==> src/rtl/swpt_pkg.sv <==
// ----------------------------------------------------------------------------
// swpt_pkg - switch press duration timer package
// Shared payload types, register indexes, reset values and the command
// group that runs from the controller to the datapath.
// ----------------------------------------------------------------------------
package swpt_pkg;

  localparam int unsigned TIME_W     = 32;
  localparam int unsigned SW_IDX_W   = 3;
  localparam int unsigned EN_W       = 8;
  localparam int unsigned MIN_W      = 16;
  localparam int unsigned CFG_IDX_W  = 2;
  localparam int unsigned CFG_DATA_W = 32;

  // Request codes
  localparam logic REQ_UPDATE = 1'b0;
  localparam logic REQ_POLL   = 1'b1;

  // Switch levels (active low)
  localparam logic LVL_PRESSED  = 1'b0;
  localparam logic LVL_RELEASED = 1'b1;

  // Register indexes
  localparam logic [CFG_IDX_W-1:0] CFG_SWITCH_ENABLE = 2'd0;
  localparam logic [CFG_IDX_W-1:0] CFG_LONG_PRESS_US = 2'd1;
  localparam logic [CFG_IDX_W-1:0] CFG_MIN_PRESS_US  = 2'd2;

  // Register reset values
  localparam logic [EN_W-1:0]   RST_SWITCH_ENABLE = 8'd0;
  localparam logic [TIME_W-1:0] RST_LONG_PRESS_US = 32'd2000000;
  localparam logic [MIN_W-1:0]  RST_MIN_PRESS_US  = 16'd1000;

  typedef struct packed {
    logic                req_type;
    logic [SW_IDX_W-1:0] switch_index;
    logic                level;
    logic [TIME_W-1:0]   now_us;
  } in_item_t;

  typedef struct packed {
    logic              has_duration;
    logic [TIME_W-1:0] duration_us;
  } out_item_t;

  // Controller to datapath commands
  typedef struct packed {
    logic load_item;  // capture the input transfer
    logic exec_item;  // run the item and load the result register
  } dp_cmd_t;

endpackage

==> src/rtl/switch_press_duration_timer_top.sv <==
// ----------------------------------------------------------------------------
// switch_press_duration_timer_top - switch press duration timer
// Sequence: the execute step after the input transfer loads the result
//   register and waits while an earlier result is stalled. One item at a
//   time: an item's single read-modify-write ends before the next is taken.
// Reset: synchronous, active low; registers to their defaults, all switches
//   released and disarmed, no stored durations.
// ----------------------------------------------------------------------------
module switch_press_duration_timer_top #(
  parameter int unsigned NUM_SWITCHES = 8
) (
  input  logic                            clk,
  input  logic                            rst_n,
  // input channel
  input  logic                            in_valid,
  output logic                            in_ready,
  input  swpt_pkg::in_item_t              in_data,
  // result channel
  output logic                            out_valid,
  input  logic                            out_ready,
  output swpt_pkg::out_item_t             out_data,
  // configuration writes
  input  logic                            cfg_we,
  input  logic [swpt_pkg::CFG_IDX_W-1:0]  cfg_index,
  input  logic [swpt_pkg::CFG_DATA_W-1:0] cfg_wdata
);
  import swpt_pkg::*;

  // Commands from the controller: capture on input transfer, then one
  // execute cycle that updates the switch state and loads the result
  // register. The execute cycle waits while an earlier result is stalled.
  dp_cmd_t cmd;

  swpt_ctrl u_ctrl (
    .clk       (clk),
    .rst_n     (rst_n),
    .in_valid  (in_valid),
    .in_ready  (in_ready),
    .out_valid (out_valid),
    .out_ready (out_ready),
    .cmd       (cmd)
  );

  // Datapath: registers, per-switch level/armed/start/held state, one
  // wrapping subtract and compares against the thresholds.
  swpt_dp #(
    .NUM_SWITCHES (NUM_SWITCHES)
  ) u_dp (
    .clk       (clk),
    .rst_n     (rst_n),
    .cmd       (cmd),
    .in_data   (in_data),
    .cfg_we    (cfg_we),
    .cfg_index (cfg_index),
    .cfg_wdata (cfg_wdata),
    .out_data  (out_data)
  );

endmodule

==> src/rtl/swpt_ctrl.sv <==
// ----------------------------------------------------------------------------
// swpt_ctrl - switch press duration timer controller
// Sequences one item at a time and owns both handshakes.
// ----------------------------------------------------------------------------
module swpt_ctrl (
  input  logic             clk,
  input  logic             rst_n,
  input  logic             in_valid,
  output logic             in_ready,
  output logic             out_valid,
  input  logic             out_ready,
  output swpt_pkg::dp_cmd_t cmd
);
  import swpt_pkg::*;

  typedef enum logic {
    ST_IDLE,
    ST_EXEC
  } state_t;

  state_t state_r, state_nxt;
  logic   out_valid_r, out_valid_nxt;
  logic   exec_go;

  assign in_ready = (state_r == ST_IDLE);
  // result register free, or emptied by this cycle's transfer
  assign exec_go  = (state_r == ST_EXEC) && (!out_valid_r || out_ready);

  assign cmd.load_item = in_valid && in_ready;
  assign cmd.exec_item = exec_go;
  assign out_valid     = out_valid_r;

  always_comb begin
    state_nxt     = state_r;
    out_valid_nxt = out_valid_r;
    if (out_valid_r && out_ready) begin
      out_valid_nxt = 1'b0;
    end
    case (state_r)
      ST_IDLE: begin
        if (in_valid) begin
          state_nxt = ST_EXEC;
        end
      end
      ST_EXEC: begin
        if (exec_go) begin
          state_nxt     = ST_IDLE;
          out_valid_nxt = 1'b1;
        end
      end
      default: begin
        state_nxt = ST_IDLE;
      end
    endcase
  end

  always_ff @(posedge clk) begin
    if (!rst_n) begin
      state_r     <= ST_IDLE;
      out_valid_r <= 1'b0;
    end else begin
      state_r     <= state_nxt;
      out_valid_r <= out_valid_nxt;
    end
  end

endmodule

==> src/rtl/swpt_dp.sv <==
// ----------------------------------------------------------------------------
// swpt_dp - switch press duration timer datapath
// Configuration registers, per-switch timing state and the result register.
// ----------------------------------------------------------------------------
module swpt_dp #(
  parameter int unsigned NUM_SWITCHES = 8
) (
  input  logic                                clk,
  input  logic                                rst_n,
  input  swpt_pkg::dp_cmd_t                   cmd,
  input  swpt_pkg::in_item_t                  in_data,
  input  logic                                cfg_we,
  input  logic [swpt_pkg::CFG_IDX_W-1:0]      cfg_index,
  input  logic [swpt_pkg::CFG_DATA_W-1:0]     cfg_wdata,
  output swpt_pkg::out_item_t                 out_data
);
  import swpt_pkg::*;

  localparam int unsigned IDX_W = (NUM_SWITCHES > 1) ? $clog2(NUM_SWITCHES) : 1;
  localparam int unsigned WIDE_W = 8;

  // configuration
  logic [EN_W-1:0]   switch_enable_r;
  logic [TIME_W-1:0] long_press_us_r;
  logic [MIN_W-1:0]  min_press_us_r;

  // per-switch state
  logic [NUM_SWITCHES-1:0] level_r, level_nxt;
  logic [NUM_SWITCHES-1:0] armed_r, armed_nxt;
  logic [TIME_W-1:0]       start_r [NUM_SWITCHES];
  logic [TIME_W-1:0]       start_nxt [NUM_SWITCHES];
  logic [TIME_W-1:0]       held_r  [NUM_SWITCHES];
  logic [TIME_W-1:0]       held_nxt  [NUM_SWITCHES];

  in_item_t  item_r;
  out_item_t result_r, result_nxt;

  logic [WIDE_W-1:0] idx_wide;
  logic [IDX_W-1:0]  sel;
  logic              in_range;
  logic              sw_en;
  logic [TIME_W-1:0] run_time;
  logic [TIME_W-1:0] stored;
  logic [TIME_W-1:0] dur;

  assign idx_wide = {{(WIDE_W - SW_IDX_W){1'b0}}, item_r.switch_index};
  assign sel      = idx_wide[IDX_W-1:0];
  assign in_range = (idx_wide < WIDE_W'(NUM_SWITCHES));
  assign sw_en    = switch_enable_r[item_r.switch_index];
  assign run_time = item_r.now_us - start_r[sel];
  assign stored   = held_r[sel];

  always_comb begin
    level_nxt = level_r;
    armed_nxt = armed_r;
    start_nxt = start_r;
    held_nxt  = held_r;
    dur       = '0;
    if (in_range) begin
      if (item_r.req_type == REQ_UPDATE) begin
        if (sw_en && (level_r[sel] != item_r.level)) begin
          level_nxt[sel] = item_r.level;
          if (item_r.level == LVL_RELEASED) begin
            if (armed_r[sel]) begin
              armed_nxt[sel] = 1'b0;
              if (run_time >= {{(TIME_W - MIN_W){1'b0}}, min_press_us_r}) begin
                held_nxt[sel] = run_time;
              end
            end
          end else begin
            start_nxt[sel] = item_r.now_us;
            armed_nxt[sel] = 1'b1;
          end
        end
      end else begin
        if (stored != '0) begin
          held_nxt[sel] = '0;
          dur           = stored;
        end else if (armed_r[sel] && (run_time > long_press_us_r)) begin
          armed_nxt[sel] = 1'b0;
          dur            = run_time;
        end
      end
    end
    result_nxt.has_duration = (dur != '0);
    result_nxt.duration_us  = dur;
  end

  always_ff @(posedge clk) begin
    if (!rst_n) begin
      switch_enable_r <= RST_SWITCH_ENABLE;
      long_press_us_r <= RST_LONG_PRESS_US;
      min_press_us_r  <= RST_MIN_PRESS_US;
    end else if (cfg_we) begin
      case (cfg_index)
        CFG_SWITCH_ENABLE: switch_enable_r <= cfg_wdata[EN_W-1:0];
        CFG_LONG_PRESS_US: long_press_us_r <= cfg_wdata[TIME_W-1:0];
        CFG_MIN_PRESS_US:  min_press_us_r  <= cfg_wdata[MIN_W-1:0];
        default: begin
        end
      endcase
    end
  end

  // press start needs no reset: it is only read while the switch is armed
  always_ff @(posedge clk) begin
    if (!rst_n) begin
      level_r <= '1;
      armed_r <= '0;
      for (int i = 0; i < NUM_SWITCHES; i++) begin
        held_r[i] <= '0;
      end
    end else if (cmd.exec_item) begin
      level_r <= level_nxt;
      armed_r <= armed_nxt;
      held_r  <= held_nxt;
    end
  end

  always_ff @(posedge clk) begin
    if (cmd.exec_item) begin
      start_r <= start_nxt;
    end
  end

  always_ff @(posedge clk) begin
    if (cmd.load_item) begin
      item_r <= in_data;
    end
    if (cmd.exec_item) begin
      result_r <= result_nxt;
    end
  end

  assign out_data = result_r;

endmodule
==> config.mk <==
export PLATFORM = sky130hd
export DESIGN_NAME = switch_press_duration_timer_top
export DESIGN_NICKNAME = d
export VERILOG_FILES = /design/src/rtl/swpt_pkg.sv /design/src/rtl/switch_press_duration_timer_top.sv /design/src/rtl/swpt_ctrl.sv /design/src/rtl/swpt_dp.sv
export SDC_FILE = /design/constraint.sdc
export NUM_CORES = 1
export LEC_CHECK = 0
export ABC_AREA = 0
export BUFFER_PORTS_ARGS = -buffer_cell sky130_fd_sc_hd__buf_2
export CORE_ASPECT_RATIO = 2
export CORE_MARGIN = 2
export CORE_UTILIZATION = 26
export DETAILED_ROUTE_END_ITERATION = 10
export PLACE_DENSITY = 0.52
export SLEW_MARGIN = 20
export SYNTH_ARGS = -nofsm -noshare
export SYNTH_HDL_FRONTEND = slang
export SYNTH_SLANG_ARGS = --single-unit
export TNS_END_PERCENT = 100
==> constraint.sdc <==
create_clock -name clk -period 7.3 [get_ports clk]
set_input_delay 1.46 -clock clk [delete_from_list [all_inputs] [get_ports clk]]
set_output_delay 1.46 -clock clk [all_outputs]
set_load 0.03 [all_outputs]
Word level (Yosys, flattened, before mapping)
Index checks and enable logic that the tools add are counted.
W data, S select, Z words.
- bits in registers: 656
- add/subtract/negate cells: 1
- $lt $le $gt $ge: 7
- equality and inequality tests: 7
- muxes and demuxes: 41
- bitwise gates (word level): 9
- reductions and logical operators: 23
- operators by type and width (kind ; number):
    $mux W256 ; 6
    $bwmux W256 ; 2
    $mux W32 ; 9
    $and A256 B256 Y256 ; 1
    $not A256 Y256 ; 1
    $bmux W32 S3 ; 2
    $demux W32 S3 ; 1
    $reduce_bool A32 Y1 ; 2
    $mux W8 ; 6
    $ge A32 B16 Y1 ; 1
    $gt A32 B32 Y1 ; 1
    $sub A32 B32 Y32 ; 1
    $bmux W1 S3 ; 3
    $mux W1 ; 9
    $and A8 B8 Y8 ; 1
    $bwmux W8 ; 1
    $lt A3 B4 Y1 const B ; 2
    $not A8 Y8 ; 1
    $or A8 B8 Y8 ; 1
    $reduce_bool A2 Y1 ; 4
    $logic_and A1 B1 Y1 ; 7
    $reduce_and A7 Y1 ; 1
    $ne A2 B2 Y1 const B ; 3
    $reduce_and A2 Y1 ; 3
    other kinds (17) ; 19

Longest topological paths before layout
Gate-level depths: netlist of the first run.
- word-level depth: 12
- depth in mapped cells: 32
- mapped depth without buffers: 26

Cells and area by module
A second synthesis of the first run with hierarchy kept.
- cell total of the unflattened synthesis: 2329
- area, all modules: 28429.8 um^2
- by module, submodules not included (module ; instances ; cells an instance ; area an instance (um^2) ; sequential area each (um^2)):
    swpt_dp ; 1 ; 2319 ; 28319.7 ; 16355.7
    swpt_ctrl ; 1 ; 10 ; 110.1 ; 40.0

Worst setup path after synthesis of the first run
No wires, ideal clock.
- kind: flip-flop to flip-flop
- from: reg u_dp.item_r (netlist bit u_dp.sel[2])
- to: reg u_dp.result_r (netlist bit u_dp.out_data[32]) (data pin)
- library setup time: 0.267 ns
- data arrival time: 6.754 ns
- slack: 0.278 ns
- cell stages (with the launch flop): 29
- buffers on the path: 7
- period minus slack after synthesis: 7.022 ns
- cells stage by stage: edfxtp_1 buf_2 buf_2 buf_2 buf_2 buf_1 clkbuf_1 mux4_2 a221oi_1 ha_1 nand2_1 o211a_1 o31ai_1 nor3_1 a211oi_1 o22ai_1 xnor2_1 inv_1 ha_1 nand4_1 or4_1 o41ai_1 a21oi_1 and4_1 clkbuf_1 a221oi_1 nor2_1 a221oi_1 nand3_1
- RTL lines (element ; line ; source):
    start: declaration ; swpt_dp.sv:35 ; in_item_t item_r;
    start signal: assignment ; swpt_dp.sv:128 ; item_r <= in_data;
    end signal: assignment ; swpt_dp.sv:131 ; result_r <= result_nxt;
    end: declaration ; swpt_dp.sv:36 ; out_item_t result_r, result_nxt;

==> results of run 1 <==
routing by layer:
metal	global-route usage	vias to the layer above	part of all wire
met5	0	-	0
met3	0.0337	152	0.081
li1	-	9382	-
met1	0.244	10500	0.45
met4	0.0587	0	0.028
met2	0.257	956	0.44
flip-flops by register name, indices dropped and copies added (netlist names), named ones only:
register / cells
u_dp.held_r: 256
u_dp.min_press_us_r: 16
u_dp.out_data: 33
u_ctrl.out_valid: 1
u_dp.start_r: 256
u_dp.long_press_us_r: 32
u_ctrl.state_r: 1
u_dp.switch_enable_r: 8
u_dp.sel: 3
u_dp.item_r: 34
u_dp.level_r: 8
how the worst min path moves through the flow:
stage / start / end
2_1_floorplan: u_dp.held_r[125] / u_dp.held_r[125]
3_3_place_gp: u_dp.held_r[125] / u_dp.held_r[125]
3_5_place_dp: u_dp.held_r[125] / u_dp.held_r[125]
4_1_cts: u_dp.long_press_us_r[26] / u_dp.long_press_us_r[26]
5_1_grt: u_dp.held_r[65] / u_dp.held_r[65]
6_report: u_dp.long_press_us_r[26] / u_dp.long_press_us_r[26]
worst register-to-register path, cell delays in order, from the launching register on:
cell                        delay (ns)
sky130_fd_sc_hd__edfxtp_1         0.50
sky130_fd_sc_hd__nand2b_2         0.33
sky130_fd_sc_hd__buf_4            0.23
sky130_fd_sc_hd__nor2_4           0.11
sky130_fd_sc_hd__buf_12           0.23
sky130_fd_sc_hd__a22oi_1          0.13
sky130_fd_sc_hd__and4_1           0.18
sky130_fd_sc_hd__ha_1             0.50
sky130_fd_sc_hd__nand2_1          0.19
sky130_fd_sc_hd__a211o_1          0.30
sky130_fd_sc_hd__o31ai_1          0.48
sky130_fd_sc_hd__a21oi_1          0.17
sky130_fd_sc_hd__xnor2_1          0.40
sky130_fd_sc_hd__ha_1             0.35
sky130_fd_sc_hd__a211oi_1         0.25
sky130_fd_sc_hd__o211ai_1         0.13
sky130_fd_sc_hd__o221a_2          0.25
sky130_fd_sc_hd__a2111oi_0        0.63
sky130_fd_sc_hd__a21oi_2          0.17
sky130_fd_sc_hd__nand4_1          0.26
sky130_fd_sc_hd__o21ai_1          0.16
sky130_fd_sc_hd__a221oi_1         0.34
sky130_fd_sc_hd__and4b_1          0.27
sky130_fd_sc_hd__nand3_1          0.07
cells in the final DEF (no fill, tap or decap), types with 10 or more instances in the layout:
cell / count
sky130_fd_sc_hd__and4_1: 23
sky130_fd_sc_hd__buf_12: 18
sky130_fd_sc_hd__o21a_1: 18
sky130_fd_sc_hd__a22oi_1: 108
sky130_fd_sc_hd__a221o_1: 15
sky130_fd_sc_hd__and3_1: 14
sky130_fd_sc_hd__a221oi_1: 35
sky130_fd_sc_hd__nor2_1: 76
sky130_fd_sc_hd__clkbuf_16: 72
sky130_fd_sc_hd__a21oi_1: 121
sky130_fd_sc_hd__buf_4: 103
sky130_fd_sc_hd__nand4_1: 21
sky130_fd_sc_hd__o211ai_1: 26
sky130_fd_sc_hd__a211oi_1: 15
sky130_fd_sc_hd__mux2i_1: 61
sky130_fd_sc_hd__mux2_2: 27
sky130_fd_sc_hd__o21ai_0: 50
sky130_fd_sc_hd__xnor2_1: 14
sky130_fd_sc_hd__clkbuf_1: 14
sky130_fd_sc_hd__a2bb2o_1: 18
sky130_fd_sc_hd__nor2b_1: 11
sky130_fd_sc_hd__mux4_2: 25
sky130_fd_sc_hd__ha_1: 79
sky130_fd_sc_hd__edfxtp_1: 326
sky130_fd_sc_hd__nand2_1: 193
sky130_fd_sc_hd__nand3_1: 22
sky130_fd_sc_hd__and2_1: 25
sky130_fd_sc_hd__nor2_4: 13
sky130_fd_sc_hd__inv_1: 72
sky130_fd_sc_hd__nor3_1: 21
sky130_fd_sc_hd__a21o_1: 15
sky130_fd_sc_hd__o2bb2ai_1: 15
sky130_fd_sc_hd__nand2b_1: 17
sky130_fd_sc_hd__nor2_2: 10
sky130_fd_sc_hd__buf_2: 110
sky130_fd_sc_hd__or3_1: 11
sky130_fd_sc_hd__a22o_1: 227
sky130_fd_sc_hd__dfxtp_1: 330
metrics by stage:
stage	cells	hold WS (ns)
after floorplan	2348	0.425
after global placement	3808	0.439
after detailed placement	3808	0.446
after CTS	3928	0.460
after global routing	3929	0.474
final	3929	0.457
kinds of logic after synthesis:
logic type	share of synthesized area
DFF	0.581
adders and majority gates	0.0357
xor gates and xnor gates	0.00620
muxes	0.0523
and+or+nand+nor	0.0871
buffers and inverters	0.0345
AOI/OAI and AO/OA	0.203
power breakdown:
part           leakage [nW]  switching, mW  internal [mW]
sequential             5.63         0.0514           3.91
clock                  1.09           1.51           2.05
combinational          5.28          0.873          0.453
final cells by class:
class                      instances  area share
multi-input combinational       1462       0.331
sequential                       656       0.492
inverter                          76     0.00855
tap                             1384      0.0519
timing repair buffer             231      0.0505
clock buffer                      89      0.0566
clock inverter                    31      0.0102
timing repair:
item,4_1_cts,5_1_grt
setup endpoints to repair,0,247
gates resized for setup,0,12
hold endpoints to repair,0,0
==> results.json, run 1 <==
{
  "run_status": "finished, final reports clean",
  "total_via_count_after_detailed_routing": 21000,
  "synth_enable_flop_cells": 326,
  "die-area_um2": 111000,
  "layout_worst_path_cycle_share": 0.947,
  "worst-endpoint-arrival_ns": 7.28,
  "seq_area_frac_synth": 0.581,
  "synth_nets": 2504,
  "worst_ep_required_time_ns": 7.67,
  "fillcell_total": 10800,
  "synthesized_netlist_cell_count": 2348,
  "number_of_detailed_route_iterations_in_the_first_pass": 7,
  "synth.largest_area_cell": "sky130_fd_sc_hd__edfxtp_1",
  "timing.critical_path.slowest_cell_delay_ns": 0.63,
  "synth_async_sr_flop_share": 0,
  "antenna_violating_nets_left": 0,
  "h-tree-depth": 3,
  "ys_dominant_reg_cell": "sky130_fd_sc_hd__dfxtp_1",
  "place.port_buffers": 110,
  "cts_tree": "yes",
  "synth_commonest_cells": "sky130_fd_sc_hd__dfxtp_1 (330), sky130_fd_sc_hd__edfxtp_1 (326), sky130_fd_sc_hd__a22o_1 (227), sky130_fd_sc_hd__nand2_1 (193), sky130_fd_sc_hd__a21oi_1 (122)",
  "globalplace.congestion": 0.912,
  "utilization": 0.309,
  "drt_iter0_drc": 1954,
  "yosysTopAreaCellShare": 0.347,
  "setup.reg_to_reg.worst_slack_ns": 0.39,
  "maximum_number_of_pins_on_one_net_before_global_route_repair": 49,
  "cts_hold_repair.buffers": 0,
  "worst_setup_path_start_kind": "flop",
  "power.density_nw_per_um2": 265,
  "max-vdd-ir-drop_uv": 185,
  "place_hpwl_mm": 64.5,
  "layout-drive-gt1-share": 0.172,
  "n_antenna_cell": 0,
  "min_period_ns": 6.91,
  "crit_fanout": 33,
  "cellLeakagePower_nw": 12.0,
  "clock_insertion_delay_at_the_later_pin_of_the_skew_report_ns": 0.64,
  "clock_sink_count": 656,
  "holdPathStages": 2,
  "multi_input_comb_area_um2": 11000,
  "clk_path_buf_depth": 3,
  "synth_cell_type_count": 87,
  "via_density_per_instance": 5.34,
  "rows": 171,
  "cp_num_buf_inv": 2,
  "grt_first_pass_wirelength_mm": 142,
  "ys_warn_count": 0,
  "initial_antenna_violation_count": 1,
  "cts.clk_slew.worst_paths_ns": 0.07,
  "worstHoldPathType": "reg -> reg",
  "endpoint_kind": "flop",
  "setup_tns_ns": 0,
  "critPathCapture": "u_dp.out_data[32]",
  "syn2layout_area_growth_pct": 18.2,
  "fin_skew_ns": 0.0300,
  "report.power.total_mw": 8.85,
  "timing.reg2reg.worst_path_depth": 23,
  "postLayoutSetupSlackWorst_ns": 0.387,
  "cp.depth": 23,
  "dp_slack_ns": 0.334,
  "yosys_register_bits": 656,
  "worst_r2r_endpoint": "u_dp.out_data[32]",
  "synth.top_cells.by_area": "sky130_fd_sc_hd__edfxtp_1 (35%), sky130_fd_sc_hd__dfxtp_1 (23%), sky130_fd_sc_hd__a22o_1 (7.0%)",
  "ioPinCount": 111,
  "die_height_um": 470,
  "post-cts-setup-buffers": 0,
  "grt_pass1_vias": 20600,
  "maxCapViolations": 0,
  "drc": 0,
  "layout.nets": 2651,
  "synth_area_per_cell_um2": 12.0,
  "reg2reg_from": "u_dp.sel[1]",
  "grt_usage": 0.171,
  "clock_tree.root_cell": "sky130_fd_sc_hd__clkbuf_16",
  "route.detailed.wl_per_inst_um": 24.7,
  "route.final.wire_length_mm": 97.1,
  "ff_latch_area_um2": 16400,
  "crit_path_frequent_cell": "sky130_fd_sc_hd__ha_1",
  "layout.cell_area.non_filler_um2": 33400,
  "cts-buffers-inserted": 68,
  "rsz0062_at_grt": "false",
  "slew_violations": 0,
  "slowest_stage": "sky130_fd_sc_hd__a2111oi_0",
  "coreArea_um2": 108000,
  "setup_viol": 0,
  "gr-total-overflow": 0,
  "worst-setup-path-type": "reg -> reg",
  "fmax_mhz": 145,
  "postPlaceCellArea_um2": 31100,
  "synth.cell_area_um2": 28200,
  "worst_slew_pin_slew_ns": 1.12,
  "synth_most_common_cell": "sky130_fd_sc_hd__dfxtp_1",
  "critical-path-top-delay-family": "compound AO/OA/AOI/OAI gates",
  "timing.final.hold_violations": 0,
  "initial_utilization": 0.261,
  "maxSlewHeadroom": 0.252,
  "timing.critical_path.cells": "nand2b_2 -> buf_4 -> nor2_4 -> buf_12 -> a22oi_1 -> and4_1 -> ha_1 -> nand2_1 -> a211o_1 -> o31ai_1 -> a21oi_1 -> xnor2_1 -> ha_1 -> a211oi_1 -> o211ai_1 -> o221a_2 -> a2111oi_0 -> a21oi_2 -> nand4_1 -> o21ai_1 -> a221oi_1 -> and4b_1 -> nand3_1",
  "die_span_x_um": 237,
  "setup.worst_path.start": "u_dp.sel[1]"
}
(Power assumes the default switching activity.)
==> run 2, diff against run 1 <==
--- a/config.mk
+++ b/config.mk
@@ -7,11 +7,13 @@
 export LEC_CHECK = 0
 export ABC_AREA = 0
 export BUFFER_PORTS_ARGS = -buffer_cell sky130_fd_sc_hd__buf_2
+export CELL_PAD_IN_SITES_DETAIL_PLACEMENT = 0
+export CELL_PAD_IN_SITES_GLOBAL_PLACEMENT = 1
 export CORE_ASPECT_RATIO = 2
 export CORE_MARGIN = 2
 export CORE_UTILIZATION = 26
 export DETAILED_ROUTE_END_ITERATION = 10
-export PLACE_DENSITY = 0.52
+export PLACE_DENSITY = 0.58
 export SLEW_MARGIN = 20
 export SYNTH_ARGS = -nofsm -noshare
 export SYNTH_HDL_FRONTEND = slang
==> constraint.sdc (replaced) <==
create_clock -name clk -period 7.3 [get_ports clk]
set_input_delay 1.825 -clock clk [delete_from_list [all_inputs] [get_ports clk]]
set_output_delay 1.825 -clock clk [all_outputs]
set_load 0.03 [all_outputs]
==> results.json, run 2 (synthesis results as in run 1) <==
{
  "run_status": "finished, final reports clean",
  "slew_violations": 0,
  "layout.nets": 2655,
  "setup_viol": 0,
  "worst_r2r_endpoint": "u_dp.held_r[32]",
  "number_of_detailed_route_iterations_in_the_first_pass": 6,
  "timing.final.hold_violations": 0,
  "fin_skew_ns": 0.0319,
  "rows": 171,
  "via_density_per_instance": 5.30,
  "antenna_violating_nets_left": 0,
  "worst_slew_pin_slew_ns": 1.14,
  "worst-setup-path-type": "reg -> reg",
  "gr-total-overflow": 0,
  "initial_antenna_violation_count": 4,
  "place.port_buffers": 110,
  "layout_worst_path_cycle_share": 0.934,
  "grt_first_pass_wirelength_mm": 146,
  "maxSlewHeadroom": 0.241,
  "coreArea_um2": 108000,
  "rsz0062_at_grt": "false",
  "reg2reg_from": "u_dp.sel[1]",
  "crit_fanout": 28,
  "max-vdd-ir-drop_uv": 201,
  "worst_ep_required_time_ns": 7.86,
  "syn2layout_area_growth_pct": 18.6,
  "finish.cell_count_without_fillers": 3937,
  "fillcell_total": 10800,
  "clock_sink_count": 656,
  "clk_path_buf_depth": 3,
  "numPlacedInstances": 3811,
  "globalplace.congestion": 0.868,
  "cellLeakagePower_nw": 12.0,
  "setup.reg_to_reg.worst_slack_ns": 0.48,
  "holdPathStages": 1,
  "worstHoldPathType": "reg -> reg",
  "route.detailed.wl_per_inst_um": 25.5,
  "post_cts_resized": 0,
  "h-tree-depth": 3,
  "cts-buffers-inserted": 69,
  "cts_hold_repair.buffers": 0,
  "maximum_number_of_pins_on_one_net_before_global_route_repair": 57,
  "worst-endpoint-arrival_ns": 7.38,
  "fmax_mhz": 147,
  "setup_tns_ns": 0,
  "place_hpwl_mm": 67.5,
  "largestRegisters": "u_dp.held_r: 256 flops, u_dp.start_r: 256 flops, u_dp.item_r: 34 flops",
  "timing.critical_path.slowest_cell_delay_ns": 0.47,
  "total_via_count_after_detailed_routing": 20900,
  "hold_start": "u_dp.held_r[253]",
  "worst_setup_path_start_kind": "flop",
  "power.density_nw_per_um2": 267,
  "grt_usage": 0.177,
  "endpoint_kind": "flop",
  "hold_end": "u_dp.held_r[253]",
  "ioPinCount": 111,
  "cp_num_buf_inv": 5,
  "crit_path_frequent_cell": "sky130_fd_sc_hd__a21o_1",
  "cts_tree": "yes",
  "min_period_ns": 6.82,
  "timing.reg2reg.worst_path_depth": 28,
  "initial_utilization": 0.261,
  "final_cell_mix": "sky130_fd_sc_hd__dfxtp_1 (330), sky130_fd_sc_hd__edfxtp_1 (326), sky130_fd_sc_hd__a22o_1 (227)",
  "clock_tree.root_cell": "sky130_fd_sc_hd__clkbuf_16",
  "grt_pass1_vias": 20700,
  "drc": 0,
  "clock_insertion_delay_at_the_later_pin_of_the_skew_report_ns": 0.63,
  "fin_worst_hold_slack_ns": 0.459,
  "die_span_x_um": 237,
  "most_common_cell_after_layout_fill_and_taps_aside": "sky130_fd_sc_hd__dfxtp_1",
  "drt_iter0_drc": 2129,
  "critical-path-top-delay-family": "compound AO/OA/AOI/OAI gates",
  "cp.depth": 28,
  "post-cts-setup-buffers": 0,
  "die-area_um2": 111000,
  "die_height_um": 470,
  "route.final.wire_length_mm": 100,
  "cts.clk_slew.worst_paths_ns": 0.06,
  "slowest_stage": "sky130_fd_sc_hd__edfxtp_1",
  "maxCapViolations": 0,
  "layout-drive-gt1-share": 0.171
}
run 2: cell type report:
class / instances / area [µm²] / area share
Multi-Input combinational cell: 1461 / 11000 / 0.329
Tap cell: 1384 / 1730 / 0.0517
Inverter: 76 / 285 / 0.00852
Sequential cell: 656 / 16400 / 0.490
Timing Repair Buffer: 235 / 1780 / 0.0532
Clock buffer: 88 / 1890 / 0.0566
Antenna cell: 1 / 2.50 / 0.0000748
Clock inverter: 36 / 387 / 0.0116
run 2: worst max path at each step:
stage | slack [ns] | endpoint | start
after global routing | 0.04 | u_dp.out_data[32] | u_dp.sel[0]
after global placement | 0.47 | u_dp.held_r[178] | u_dp.sel[1]
after detailed placement | 0.42 | u_dp.out_data[32] | u_dp.sel[1]
final | 0.48 | u_dp.held_r[32] | u_dp.sel[1]
after floorplan | 0.28 | u_dp.out_data[32] | u_dp.sel[2]
after CTS | 0.38 | u_dp.out_data[32] | u_dp.sel[1]
run 2: power breakdown:
part	switching [mW]	total, mW	internal [mW]	leakage [nW]
Combinational	0.912	1.38	0.463	5.30
Clock	1.52	3.61	2.09	1.12
Sequential	0.0483	3.96	3.92	5.63
Total	2.48	8.95	6.47	12.0
run 2: layer usage:
layer,routed length (µm),up-vias,track usage,share of wire
li1,-,9401,-,-
met1,45300,10500,0.247,0.45
met2,45700,771,0.276,0.45
met3,6370,163,0.0289,0.063
met4,3110,2,0.0614,0.031
met5,13,-,0,0.00013
run 2: metrics by stage:
stage | power, mW | instance area, µm² | utilization | worst slack (ns)
detailed placement | 5.41 | 31200 | 0.288 | 0.420
finish | 8.95 | 33500 | 0.310 | 0.480
global route | 9.27 | 33500 | 0.310 | 0.0423
global placement | 5.41 | 31100 | 0.288 | 0.470
floorplan | 4.79 | 28200 | - | 0.278
CTS | 9.02 | 33400 | 0.309 | 0.380
